[src/rtl/core/jte_pkg.sv]
// Shared types and constants for the JSON token emitter.
`timescale 1ns / 1ps

package jte_pkg;

  // Input item kinds carried on in_tuser
  localparam logic [3:0] MODE_OPEN_OBJ  = 4'd0;
  localparam logic [3:0] MODE_CLOSE_OBJ = 4'd1;
  localparam logic [3:0] MODE_OPEN_ARR  = 4'd2;
  localparam logic [3:0] MODE_CLOSE_ARR = 4'd3;
  localparam logic [3:0] MODE_STR_BEGIN = 4'd4;
  localparam logic [3:0] MODE_STR_BYTE  = 4'd5;
  localparam logic [3:0] MODE_STR_END   = 4'd6;
  localparam logic [3:0] MODE_RAW_BEGIN = 4'd7;
  localparam logic [3:0] MODE_RAW_BYTE  = 4'd8;

  // Configuration register indexes
  localparam logic [0:0] REG_FORMAT_ENABLE = 1'd0;
  localparam logic [0:0] REG_INDENT_SIZE   = 1'd1;

  localparam logic [2:0] INDENT_RESET = 3'd4;
  localparam logic [6:0] INDENT_CAP   = 7'd60;

  // Characters of the emitted text
  localparam logic [7:0] CH_COMMA     = 8'h2C;
  localparam logic [7:0] CH_COLON     = 8'h3A;
  localparam logic [7:0] CH_LBRACE    = 8'h7B;
  localparam logic [7:0] CH_RBRACE    = 8'h7D;
  localparam logic [7:0] CH_LBRACKET  = 8'h5B;
  localparam logic [7:0] CH_RBRACKET  = 8'h5D;
  localparam logic [7:0] CH_NEWLINE   = 8'h0A;
  localparam logic [7:0] CH_SPACE     = 8'h20;
  localparam logic [7:0] CH_QUOTE     = 8'h22;
  localparam logic [7:0] CH_BACKSLASH = 8'h5C;
  localparam logic [7:0] CH_ZERO      = 8'h30;
  localparam logic [7:0] CH_LOWER_B   = 8'h62;
  localparam logic [7:0] CH_LOWER_T   = 8'h74;
  localparam logic [7:0] CH_LOWER_N   = 8'h6E;
  localparam logic [7:0] CH_LOWER_F   = 8'h66;
  localparam logic [7:0] CH_LOWER_R   = 8'h72;
  localparam logic [7:0] CH_LOWER_U   = 8'h75;

  // Control bytes with a short escape letter
  localparam logic [7:0] CTL_BS = 8'h08;
  localparam logic [7:0] CTL_HT = 8'h09;
  localparam logic [7:0] CTL_LF = 8'h0A;
  localparam logic [7:0] CTL_FF = 8'h0C;
  localparam logic [7:0] CTL_CR = 8'h0D;

  localparam logic [7:0] CTL_LIMIT = 8'h20;

  // Bytes held for the body of one item, lowest byte sent first
  localparam int unsigned BODY_BYTES = 6;
  typedef logic [BODY_BYTES*8-1:0] body_t;

  // Upper-case hex digit for one nibble
  function automatic logic [7:0] hex_char(input logic [3:0] nib);
    logic [7:0] r;
    if (nib < 4'd10) begin
      r = 8'h30 + {4'd0, nib};
    end else begin
      r = 8'h37 + {4'd0, nib};
    end
    return r;
  endfunction

endpackage

[src/rtl/core/json_token_emitter.sv]
// JSON token emitter: nesting tracker, separator/indent insertion, string escaping.
//
//   channel | dir | handshake            | payload
//   in_     | in  | in_tvalid/in_tready  | tdata: data_byte ; tuser: mode
//   out_    | out | out_tvalid/out_tready| tdata: out_byte ; tlast: last ; tuser: fault
//   cfg_    | in  | cfg_we               | cfg_index, cfg_wdata
//
// An item is decoded in the cycle it is accepted; its n result bytes then leave one per
// cycle while out_tready is high, from the single output register, driven by a byte
// sequencer (separator, newline, space down-counter, body shift register). in_tready is
// high only while the sequencer is idle.
// Reset is synchronous and clears control state; stack entries are not cleared.
// A low out_tready holds the current byte and stalls the sequencer.
`timescale 1ns / 1ps

module json_token_emitter #(
  parameter int unsigned MAX_DEPTH = 8
) (
  input  logic       clk,
  input  logic       rst_n,
  input  logic       in_tvalid,
  output logic       in_tready,
  input  logic [7:0] in_tdata,   // [7:0] data_byte
  input  logic [3:0] in_tuser,   // [3:0] mode
  output logic       out_tvalid,
  input  logic       out_tready,
  output logic [7:0] out_tdata,  // [7:0] out_byte
  output logic       out_tlast,
  output logic       out_tuser,  // [0] fault
  input  logic       cfg_we,
  input  logic [0:0] cfg_index,
  input  logic [2:0] cfg_wdata
);

  localparam int unsigned NDW = $clog2(MAX_DEPTH + 1);
  localparam int unsigned DW  = (MAX_DEPTH > 1) ? $clog2(MAX_DEPTH) : 1;

  typedef enum logic {
    S_IDLE,
    S_EMIT
  } state_t;

  state_t           state_r, state_nxt;
  logic [NDW-1:0]   depth_r, depth_nxt;
  logic             root_r, root_nxt;
  logic             fmt_r;
  logic [2:0]       indent_r;

  // nesting stack, contents undefined until pushed
  logic             lvl_arr_r [MAX_DEPTH];
  logic [1:0]       lvl_cnt_r [MAX_DEPTH];

  // emission plan
  logic             sep_pend_r, sep_pend_nxt;
  logic [7:0]       sep_byte_r, sep_byte_nxt;
  logic             nl_pend_r, nl_pend_nxt;
  logic [5:0]       sp_cnt_r, sp_cnt_nxt;
  jte_pkg::body_t   body_r, body_nxt;
  logic [2:0]       body_left_r, body_left_nxt;
  logic             fault_r, fault_nxt;

  // output register
  logic             out_tvalid_r, out_tvalid_nxt;
  logic [7:0]       out_tdata_r, out_tdata_nxt;
  logic             out_tlast_r, out_tlast_nxt;
  logic             out_tuser_r, out_tuser_nxt;

  logic             in_acc;
  logic             out_load;
  logic [NDW-1:0]   depth_m1;
  logic [DW-1:0]    top_idx;
  logic [DW-1:0]    push_idx;
  logic             top_arr;
  logic             top_odd;
  logic             top_nz;
  logic             ok_str;
  logic             ok_val;
  logic             is_close;
  logic [NDW-1:0]   nl_depth;
  logic [6:0]       sp_full;
  logic [5:0]       spaces;
  logic             push_we;
  logic             push_arr;
  logic             top_we;
  logic             do_prefix;
  logic             do_fault;
  logic [7:0]       c;

  assign in_tready  = (state_r == S_IDLE);
  assign in_acc     = in_tvalid && in_tready;
  assign out_load   = (state_r == S_EMIT) && (!out_tvalid_r || out_tready);
  assign out_tvalid = out_tvalid_r;
  assign out_tdata  = out_tdata_r;
  assign out_tlast  = out_tlast_r;
  assign out_tuser  = out_tuser_r;

  // top of stack
  assign depth_m1 = depth_r - NDW'(1);
  assign top_idx  = depth_m1[DW-1:0];
  assign push_idx = depth_r[DW-1:0];
  assign top_arr  = lvl_arr_r[top_idx];
  assign top_odd  = lvl_cnt_r[top_idx][0];
  assign top_nz   = lvl_cnt_r[top_idx][1];

  // value may start here: no second root, and objects want a string key
  assign ok_str = (depth_r == '0) ? !root_r : 1'b1;
  assign ok_val = (depth_r == '0) ? !root_r : (top_arr || top_odd);

  // indentation for the newline: closers use the depth left after the pop
  assign is_close = (in_tuser == jte_pkg::MODE_CLOSE_OBJ) ||
                    (in_tuser == jte_pkg::MODE_CLOSE_ARR);
  assign nl_depth = is_close ? depth_m1 : depth_r;
  assign sp_full  = 7'(nl_depth) * {4'd0, indent_r};
  assign spaces   = (sp_full > jte_pkg::INDENT_CAP) ? jte_pkg::INDENT_CAP[5:0] : sp_full[5:0];

  assign c = in_tdata;

  always_comb begin
    state_nxt      = state_r;
    depth_nxt      = depth_r;
    root_nxt       = root_r;
    sep_pend_nxt   = sep_pend_r;
    sep_byte_nxt   = sep_byte_r;
    nl_pend_nxt    = nl_pend_r;
    sp_cnt_nxt     = sp_cnt_r;
    body_nxt       = body_r;
    body_left_nxt  = body_left_r;
    fault_nxt      = fault_r;
    push_we        = 1'b0;
    push_arr       = 1'b0;
    top_we         = 1'b0;
    do_prefix      = 1'b0;
    do_fault       = 1'b0;
    out_tvalid_nxt = out_tvalid_r && !out_tready;
    out_tdata_nxt  = out_tdata_r;
    out_tlast_nxt  = out_tlast_r;
    out_tuser_nxt  = out_tuser_r;

    if (state_r == S_IDLE) begin
      if (in_acc) begin
        // decode the item into an emission plan
        sep_pend_nxt  = 1'b0;
        nl_pend_nxt   = 1'b0;
        sp_cnt_nxt    = '0;
        body_nxt      = '0;
        body_left_nxt = '0;
        fault_nxt     = 1'b0;
        case (in_tuser)
          jte_pkg::MODE_OPEN_OBJ, jte_pkg::MODE_OPEN_ARR: begin
            if (depth_r >= NDW'(MAX_DEPTH) || !ok_val) begin
              do_fault = 1'b1;
            end else begin
              do_prefix     = 1'b1;
              push_we       = 1'b1;
              push_arr      = (in_tuser == jte_pkg::MODE_OPEN_ARR);
              depth_nxt     = depth_r + NDW'(1);
              body_nxt[7:0] = push_arr ? jte_pkg::CH_LBRACKET : jte_pkg::CH_LBRACE;
              body_left_nxt = 3'd1;
            end
          end
          jte_pkg::MODE_CLOSE_OBJ, jte_pkg::MODE_CLOSE_ARR: begin
            if (depth_r == '0 ||
                top_arr != (in_tuser == jte_pkg::MODE_CLOSE_ARR) ||
                (in_tuser == jte_pkg::MODE_CLOSE_OBJ && top_odd)) begin
              do_fault = 1'b1;
            end else begin
              depth_nxt     = depth_m1;
              nl_pend_nxt   = fmt_r;
              sp_cnt_nxt    = fmt_r ? spaces : 6'd0;
              body_nxt[7:0] = (in_tuser == jte_pkg::MODE_CLOSE_ARR) ?
                              jte_pkg::CH_RBRACKET : jte_pkg::CH_RBRACE;
              body_left_nxt = 3'd1;
            end
          end
          jte_pkg::MODE_STR_BEGIN: begin
            if (!ok_str) begin
              do_fault = 1'b1;
            end else begin
              do_prefix     = 1'b1;
              body_nxt[7:0] = jte_pkg::CH_QUOTE;
              body_left_nxt = 3'd1;
            end
          end
          jte_pkg::MODE_STR_BYTE: begin
            // escape quote, backslash and control bytes
            if (c == jte_pkg::CH_QUOTE || c == jte_pkg::CH_BACKSLASH) begin
              body_nxt[15:0] = {c, jte_pkg::CH_BACKSLASH};
              body_left_nxt  = 3'd2;
            end else if (c < jte_pkg::CTL_LIMIT) begin
              case (c)
                jte_pkg::CTL_BS: begin
                  body_nxt[15:0] = {jte_pkg::CH_LOWER_B, jte_pkg::CH_BACKSLASH};
                  body_left_nxt  = 3'd2;
                end
                jte_pkg::CTL_HT: begin
                  body_nxt[15:0] = {jte_pkg::CH_LOWER_T, jte_pkg::CH_BACKSLASH};
                  body_left_nxt  = 3'd2;
                end
                jte_pkg::CTL_LF: begin
                  body_nxt[15:0] = {jte_pkg::CH_LOWER_N, jte_pkg::CH_BACKSLASH};
                  body_left_nxt  = 3'd2;
                end
                jte_pkg::CTL_FF: begin
                  body_nxt[15:0] = {jte_pkg::CH_LOWER_F, jte_pkg::CH_BACKSLASH};
                  body_left_nxt  = 3'd2;
                end
                jte_pkg::CTL_CR: begin
                  body_nxt[15:0] = {jte_pkg::CH_LOWER_R, jte_pkg::CH_BACKSLASH};
                  body_left_nxt  = 3'd2;
                end
                default: begin
                  body_nxt      = {jte_pkg::hex_char(c[3:0]), jte_pkg::hex_char(c[7:4]),
                                   jte_pkg::CH_ZERO, jte_pkg::CH_ZERO,
                                   jte_pkg::CH_LOWER_U, jte_pkg::CH_BACKSLASH};
                  body_left_nxt = 3'd6;
                end
              endcase
            end else begin
              body_nxt[7:0] = c;
              body_left_nxt = 3'd1;
            end
          end
          jte_pkg::MODE_STR_END: begin
            body_nxt[7:0] = jte_pkg::CH_QUOTE;
            body_left_nxt = 3'd1;
          end
          jte_pkg::MODE_RAW_BEGIN: begin
            if (!ok_val) begin
              do_fault = 1'b1;
            end else begin
              do_prefix = 1'b1;
            end
          end
          jte_pkg::MODE_RAW_BYTE: begin
            body_nxt[7:0] = c;
            body_left_nxt = 3'd1;
          end
          default: begin
          end
        endcase

        // separator, newline and indent ahead of a value
        if (do_prefix) begin
          if (depth_r == '0) begin
            root_nxt = 1'b1;
          end else begin
            sep_pend_nxt = top_nz;
            sep_byte_nxt = (!top_arr && top_odd) ? jte_pkg::CH_COLON : jte_pkg::CH_COMMA;
            nl_pend_nxt  = fmt_r && (!top_nz || top_arr || !top_odd);
            sp_cnt_nxt   = (fmt_r && (!top_nz || top_arr || !top_odd)) ? spaces : 6'd0;
            top_we       = 1'b1;
          end
        end

        // drop the item: one zero byte marked as a fault
        if (do_fault) begin
          body_nxt      = '0;
          body_left_nxt = 3'd1;
          fault_nxt     = 1'b1;
        end

        if (sep_pend_nxt || nl_pend_nxt || body_left_nxt != 3'd0) begin
          state_nxt = S_EMIT;
        end
      end
    end else if (out_load) begin
      // send the next byte of the plan
      out_tvalid_nxt = 1'b1;
      out_tuser_nxt  = 1'b0;
      if (sep_pend_r) begin
        out_tdata_nxt = sep_byte_r;
        out_tlast_nxt = !nl_pend_r && body_left_r == 3'd0;
        sep_pend_nxt  = 1'b0;
      end else if (nl_pend_r) begin
        out_tdata_nxt = jte_pkg::CH_NEWLINE;
        out_tlast_nxt = sp_cnt_r == 6'd0 && body_left_r == 3'd0;
        nl_pend_nxt   = 1'b0;
      end else if (sp_cnt_r != 6'd0) begin
        out_tdata_nxt = jte_pkg::CH_SPACE;
        out_tlast_nxt = sp_cnt_r == 6'd1 && body_left_r == 3'd0;
        sp_cnt_nxt    = sp_cnt_r - 6'd1;
      end else begin
        out_tdata_nxt = body_r[7:0];
        out_tlast_nxt = body_left_r == 3'd1;
        out_tuser_nxt = fault_r;
        body_nxt      = body_r >> 8;
        body_left_nxt = body_left_r - 3'd1;
      end
      if (out_tlast_nxt) begin
        state_nxt = S_IDLE;
      end
    end
  end

  // hold state, configuration, plan and output register
  always_ff @(posedge clk) begin
    if (!rst_n) begin
      state_r      <= S_IDLE;
      depth_r      <= '0;
      root_r       <= 1'b0;
      fmt_r        <= 1'b0;
      indent_r     <= jte_pkg::INDENT_RESET;
      sep_pend_r   <= 1'b0;
      nl_pend_r    <= 1'b0;
      sp_cnt_r     <= '0;
      body_left_r  <= '0;
      out_tvalid_r <= 1'b0;
    end else begin
      state_r      <= state_nxt;
      depth_r      <= depth_nxt;
      root_r       <= root_nxt;
      sep_pend_r   <= sep_pend_nxt;
      nl_pend_r    <= nl_pend_nxt;
      sp_cnt_r     <= sp_cnt_nxt;
      body_left_r  <= body_left_nxt;
      out_tvalid_r <= out_tvalid_nxt;
      if (cfg_we) begin
        case (cfg_index)
          jte_pkg::REG_FORMAT_ENABLE: fmt_r    <= cfg_wdata[0];
          jte_pkg::REG_INDENT_SIZE:   indent_r <= cfg_wdata;
          default: begin
          end
        endcase
      end
    end
    sep_byte_r  <= sep_byte_nxt;
    body_r      <= body_nxt;
    fault_r     <= fault_nxt;
    out_tdata_r <= out_tdata_nxt;
    out_tlast_r <= out_tlast_nxt;
    out_tuser_r <= out_tuser_nxt;
  end

  // update the nesting stack: new level on push, count flags of the enclosing level
  always_ff @(posedge clk) begin
    if (top_we) begin
      lvl_cnt_r[top_idx] <= {1'b1, !top_odd};
    end
    if (push_we) begin
      lvl_arr_r[push_idx] <= push_arr;
      lvl_cnt_r[push_idx] <= 2'b00;
    end
  end

endmodule

[config.mk]
export PLATFORM = sky130hd
export DESIGN_NAME = json_token_emitter
export DESIGN_NICKNAME = d
export VERILOG_FILES = /design/src/rtl/core/jte_pkg.sv /design/src/rtl/core/json_token_emitter.sv
export SDC_FILE = /design/constraint.sdc
export NUM_CORES = 1
export LEC_CHECK = 0
export ABC_AREA = 0
export BUFFER_PORTS_ARGS = -buffer_cell sky130_fd_sc_hd__clkbuf_2
export CAP_MARGIN = 40
export CORE_MARGIN = 4
export CORE_UTILIZATION = 37
export CTS_CLUSTER_SIZE = 20
export DETAILED_ROUTE_END_ITERATION = 6
export SLEW_MARGIN = 5
export SYNTH_ARGS = -nofsm -noshare
export SYNTH_HDL_FRONTEND = slang
export SYNTH_SLANG_ARGS = --single-unit
[constraint.sdc]
create_clock -name clk -period 13.2 [get_ports clk]
set_input_delay 3.96 -clock clk [delete_from_list [all_inputs] [get_ports clk]]
set_output_delay 3.96 -clock clk [all_outputs]
set_load 0.02 [all_outputs]
-- Yosys cells after proc, flatten, opt, wreduce, memory -nomap -nowiden
Memories as Yosys holds them, arrays and structs flattened.
Cells that the tools add are included.
- logic and storage cells: 231
- bits in writable memories: 24
- ROM bits: 0
- flip-flop bits (word level): 89
- latch bits: 0
- memories: 2
- input port bits: 21
- memory list (name ; words ; width ; read ports ; clocked after memory_dff ; wr ports ; RTL line ; source):
    lvl_cnt_r ; 8 ; 2 ; 1 ; 0 ; 2 ; json_token_emitter.sv:51 ; logic [1:0] lvl_cnt_r [MAX_DEPTH];
    lvl_arr_r ; 8 ; 1 ; 1 ; 0 ; 1 ; json_token_emitter.sv:50 ; logic lvl_arr_r [MAX_DEPTH];
- multiplexer cells: 119
- bitwise operators: 3
- add/sub/neg operators: 8
- divide/modulo/power cells: 0
- reductions and logical operators: 52
- shifts and indexed selects: 0
- magnitude comparators: 5
- multiply operators: 1
- eq/ne operators: 25
- operator list (operator ; count):
    two-way mux 48 bit ; 7
    two-way mux 6 bit ; 16
    two-way mux 40 bit ; 2
    case mux 13 bit (5 select lines) ; 1
    two-way mux 32 bit ; 2
    two-way mux 1 bit ; 61
    case mux 8 bit (6 select lines) ; 1
    == test 8 x 4 -> 1 bit (second input constant) ; 5
    two-way mux 3 bit ; 12
    two-way mux 8 bit ; 4
    adder 6 x 4 -> 7 bit (first input constant) ; 4
    two-way mux 7 bit ; 4
    == test 4 x 3 -> 1 bit (second input constant) ; 4
    two-way mux 16 bit ; 1
    case mux 3 bit (5 select lines) ; 1
    AND reduction 5 bit ; 3
    two-way mux 4 bit ; 3
    logical OR 1 bit ; 11
    != test 2 bit (second input constant) ; 5
    AND reduction 2 bit ; 5
    logical AND 1 bit ; 9
    == test 4 x 2 -> 1 bit (second input constant) ; 2
    == test 8 x 6 -> 1 bit (second input constant) ; 1
    == test 8 x 7 -> 1 bit (second input constant) ; 1
    32 further kinds ; 48

-- Longest topological paths before layout
An unclocked memory read counts as a cell.
- word-level depth: 18
- gate-level depth with buffers: 17
- gate-level depth less buffers: 14

-- Least setup slack after synthesis
OpenSTA, ideal clock, no wires.
- path kind: in2reg
- start: input out_tready
- end: register body_left_r[2]
- arrival time: 7.500 ns
- slack: 5.568 ns
- setup time: 0.132 ns
- stages: 7
- cells stage by stage: nand2b_1 -> and2_1 -> a21oi_1 -> a21oi_1 -> o21ai_0 -> nand2_1 -> a21oi_1
- longest elaborated chain between the ends: 4
- RTL lines (element ; RTL line ; source):
    from (decl) ; json_token_emitter.sv:26 ; input logic out_tready,
    logical OR 1 bit ; json_token_emitter.sv:91 ; assign out_load = (state_r == S_EMIT) && (!out_tvalid_r || out_tready);
    logical AND 1 bit ; json_token_emitter.sv:91 ;
    != test 2 x 1 -> 1 bit (no line) ; - ;
    AND reduction 5 bit (no line) ; - ;
    to (signal assigned) ; json_token_emitter.sv:315 ; body_left_r <= body_left_nxt;
    to (decl) ; json_token_emitter.sv:59 ; logic [2:0] body_left_r, body_left_nxt;
No other way between the ends.
A chain may end at the register's enable or synchronous reset.

-- Worst setup path after layout
- start: input in_tuser[3]
- end: register sp_cnt_r[0]
- longest elaborated chain between the ends: 13
- elaborated cells on any way between the ends: 28
- RTL lines (element ; RTL line ; source):
    from (decl) ; json_token_emitter.sv:24 ; input logic [3:0] in_tuser,
    == test 4 x 1 -> 1 bit or == test 4 x 2 -> 1 bit (tied branches) ; - ;
    logical OR 1 bit ; json_token_emitter.sv:110 ; assign is_close = (in_tuser == jte_pkg::MODE_CLOSE_OBJ) ||
    two-way mux 4 bit ; json_token_emitter.sv:112 ; assign nl_depth = is_close ? depth_m1 : depth_r;
    multiplier 4 x 3 -> 7 bit ; json_token_emitter.sv:113 ; assign sp_full = 7'(nl_depth) * {4'd0, indent_r};
    greater-than comparator 7 x 6 -> 1 bit ; json_token_emitter.sv:114 ; assign spaces = (sp_full > jte_pkg::INDENT_CAP) ? jte_pkg::INDENT_CAP[5:0] : sp_full[5:0];
    two-way mux 6 bit ; json_token_emitter.sv:114 ;
    two-way mux 6 bit ; json_token_emitter.sv:169 ; sp_cnt_nxt = fmt_r ? spaces : 6'd0;
    two-way mux 6 bit ; json_token_emitter.sv:162 ; if (depth_r == '0 ||
    two-way mux 6 bit ; json_token_emitter.sv:148 ; case (in_tuser)
    two-way mux 6 bit ; json_token_emitter.sv:244 ; if (depth_r == '0) begin
    two-way mux 6 bit * ; json_token_emitter.sv:243 ; if (do_prefix) begin
    two-way mux 6 bit * ; json_token_emitter.sv:140 ; if (in_acc) begin
    two-way mux 6 bit * ; json_token_emitter.sv:139 ; if (state_r == S_IDLE) begin
    to (signal assigned) ; json_token_emitter.sv:314 ; sp_cnt_r <= sp_cnt_nxt;
    to (decl) ; json_token_emitter.sv:57 ; logic [5:0] sp_cnt_r, sp_cnt_nxt;
Every way passes the cells marked *; elsewhere a longest branch is shown, timed or not. The select of a mux whose other input is x is not followed.

==> summary.md <==
| Metric | Value |
|---|---|
| Fin crit period | `between 6000 and 7000 ps` |
| Initial DRC Count | `~330` |
| Total Routing Usage GR | `roughly 15%` |
| CTS clk-pin slew, worst paths | `around 70 ps` |
| Startpoint Class | `input port` |
| Post-synthesis sequential area ratio | `a little under half` |
| Setup Viol. Count Final | `0` |
| Commonest non-fill, non-tap cell in the layout | `nor2_1` |
| Initial antenna violation count | `0` |
| Kind of critical path | `in -> reg` |
| Routed vias/inst | `~5.5` |
| Max_cap viols | `0` |
| IO Pins | `33` |
| Yosys top cell area share | `34.3%` |
| Inserted Clock Buffers | `9` |
| WL/cell | `16.2 um` |
| Setup TNS | `0 ps` |
| Max Slew Vio Count | `0` |
| Port bufs | `32` |
| Worst EP required | `between 10000 and 15000 ps` |
| Syn. warnings | `0` |
| RSZ-0062 raised after global routing | `no` |
| CP top delay family | `simple AND/OR/NAND/NOR gates` |
| Hold/Removal Path Class | `reg -> reg` |
| CTS root buffer | `clkbuf_16` |
| Area Growth Syn to Fin | `12.3%` |
| Hold_buf cts | `0` |
| Die X | `about 130 um` |
| DPL Wire Length | `around 9400 um` |
| Drt total wl | `approximately 13000 um` |
| Fin util | `a little over two fifths` |
| Status | `finished clean` |
| Hold WS | `449 ps` |
| Fin nets | `661` |
| Clock Path Buffers | `2` |
| DRC | `0` |
| Post_cts resized | `0` |
| CP max stage cell | `fa_1` |
| Global-route wire length before repair | `21400 um` |
| Syn nets | `between 600 and 700` |
| Clk Latency, worst-skew pair | `between 300 and 400 ps` |
| Post-CTS setup buffer count | `0` |
| Num Clock Sinks | `103` |
| Height of the die | `roughly 130 um` |
| Post-synth top area cell | `edfxtp_1` |
| Largest net degree at the start of global routing | `50` |
| H-tree levels | `3` |
| Antenna viol nets, final | `0` |
| Synthesized flop and latch total | `between 100 and 150` |
| Share of cells above drive strength 1 | `a little under an eighth` |
| Synthesized cell area | `between 0.005 and 0.006 sq mm` |
| Worst Setup End Kind | `flop` |
| Fin. Hold Viols | `0` |
| Synth area leaders | `edfxtp_1 (34%), dfxtp_1 (13%), ha_1 (5.1%)` |
| Cell Chain, Critical Path | `clkbuf_2, nor2_1, nand2_1, nor4_1, xnor2_1, nor2b_1, fa_1, fa_1, a21o_1, a21o_1, a41oi_1, a31oi_1, nor2_1` |
| CP Max Fanout | `9` |
| Mapped Cells | `about 600` |
| Fin crit share | `about 52%` |
| Tightest Pin Transition | `approximately 910 ps` |
| N_diodes | `0` |
| CP bufs+invs | `1` |
| Die area | `roughly 0.017 sq mm` |
| Yosys cell types | `66` |
| Relative slew margins | `~39%` |
| Final-layout fill cell count | `about 1400` |
| Commonest non-fill, non-tap cells in the layout | `nor2_1 (68), edfxtp_1 (65), nand2_1 (60)` |
| CP arrival | `about 7200 ps` |
| Via count | `roughly 4400` |
| Max IR drop VDD | `between 0.06 and 0.07 mV` |
| Fin area | `around 0.0064 sq mm` |
| DP Area | `between 0.006 and 0.007 sq mm` |
| PwrDens | `128 mW/mm^2` |
| Max Freq | `roughly 150 MHz` |
| Gpl congestion | `between 0.8 and 0.9` |
| CTS tree | `yes` |
| Prevailing post-synth register cell | `edfxtp_1` |
| EDFF count, synth | `65` |
| Max Clock Skew | `roughly 11 ps` |
| Number of global-route vias before repair | `between 4000 and 5000` |
| Initial Util | `37.6%` |
| DRT Pass-1 Iters | `5` |
| Gr ovfl total | `0` |
| Cell Rows | `45` |
| Crit path largest cell delay | `between 500 and 600 ps` |
| Core ar. | `0.0151 sq mm` |
| Avg Synthesized Cell Area | `between 9 and 10 sq um` |
| Asr flop ratio synth | `0%` |
| Leakage power | `about 0.0026 uW` |
-- flip-flops by register name (all words and copies together), names as in the netlist, 2 cells and up --
register	cells
body_r	44
lvl_cnt_r	16
lvl_arr_r	8
out_tdata	8
sp_cnt_r	6
depth_r	4
body_left_r	3
indent_r	3
sep_byte_r	2
-- final cells by class --
class                           count  area (sq um)  area share (%)
Multi-Input combinational cell    434          2800            43.7
Sequential cell                   103          2710            42.4
Clock buffer                       10           229            3.58
Inverter                           28           105            1.64
Tap cell                          188           235            3.68
Timing Repair Buffer               38           223            3.48
Clock inverter                      6          93.8            1.47
-- routing by layer --
layer / routed length, um / vias to the layer above / global-route usage, %
li1: - / 2172 / -
met1: 6350 / 2140 / 20.7
met2: 5990 / 89 / 23.0
met3: 521 / 14 / 3.66
met4: 212 / 0 / 6.13
met5: 0 / - / 0
-- worst reg2reg max path: stages, from the launching register on --
cell and delay [ps]:
dfxtp_1 820, clkinv_1 530, ha_1 570, buf_16 200
nor3_1 70, a2111oi_1 730, or4_4 300, o211ai_2 150
or3_1 450, nor3_1 420
-- logic make-up after synthesis --
| logic type | count (synthesis) | synth area share (%) |
|---|---|---|
| AO/OA/AOI/OAI | 118 | 13.8 |
| XOR/XNOR | 10 | 1.80 |
| adder cells (fa/ha/maj) | 26 | 6.11 |
| buffers and inverters | 51 | 3.45 |
| flip-flops | 103 | 47.6 |
| multiplexers | 22 | 4.57 |
| other | 1 | 0.0658 |
| AND/OR/NAND/NOR | 257 | 22.5 |
-- cells in the mapped netlist (4+ instances only) --
master    count
o21ai_0      25
a21o_1        5
mux2i_1      17
ha_1         23
a31oi_1      14
nor3_1       23
xnor2_1       5
nor3b_1       6
dfxtp_1      38
nand3_1      20
nand2_1      60
and3_1        5
nor2b_1      12
nand2b_1     11
a21oi_1      33
nor4_1        5
clkbuf_1     18
o31ai_1       6
or3_1         5
edfxtp_1     65
nor2_1       68
inv_1        26
a211oi_1      4
and2_1       23
buf_2         4
a22o_1        5
-- power by group --
part | internal [uW] | total (uW) | switching, uW
Combinational | 46.5 | 133 | 86.8
Clock | 168 | 292 | 123
Sequential | 379 | 392 | 12.6
Total | 594 | 817 | 223
-- stage by stage --
stage / instances / setup WS, ps / power [uW]
floorplan: 588 / 5570 / 491
global placement: 788 / 6110 / 525
detailed placement: 791 / 6020 / 532
CTS: 807 / 6380 / 824
global route: 807 / 6100 / 856
finish: 807 / 6320 / 817
-- final timing paths --
path	depth (start not counted)	slack, ps	startpoint	endpoint
hold reg to reg	2	450	lvl_cnt_r[5][1]	lvl_cnt_r[5][1]
setup / recovery	13	6320	in_tuser[3]	sp_cnt_r[0]
setup reg to reg	9	8590	depth_r[0]	lvl_arr_r[1]
hold / removal	2	450	lvl_cnt_r[5][1]	lvl_cnt_r[5][1]
No activity file was read; power rests on OpenSTA's default activity.
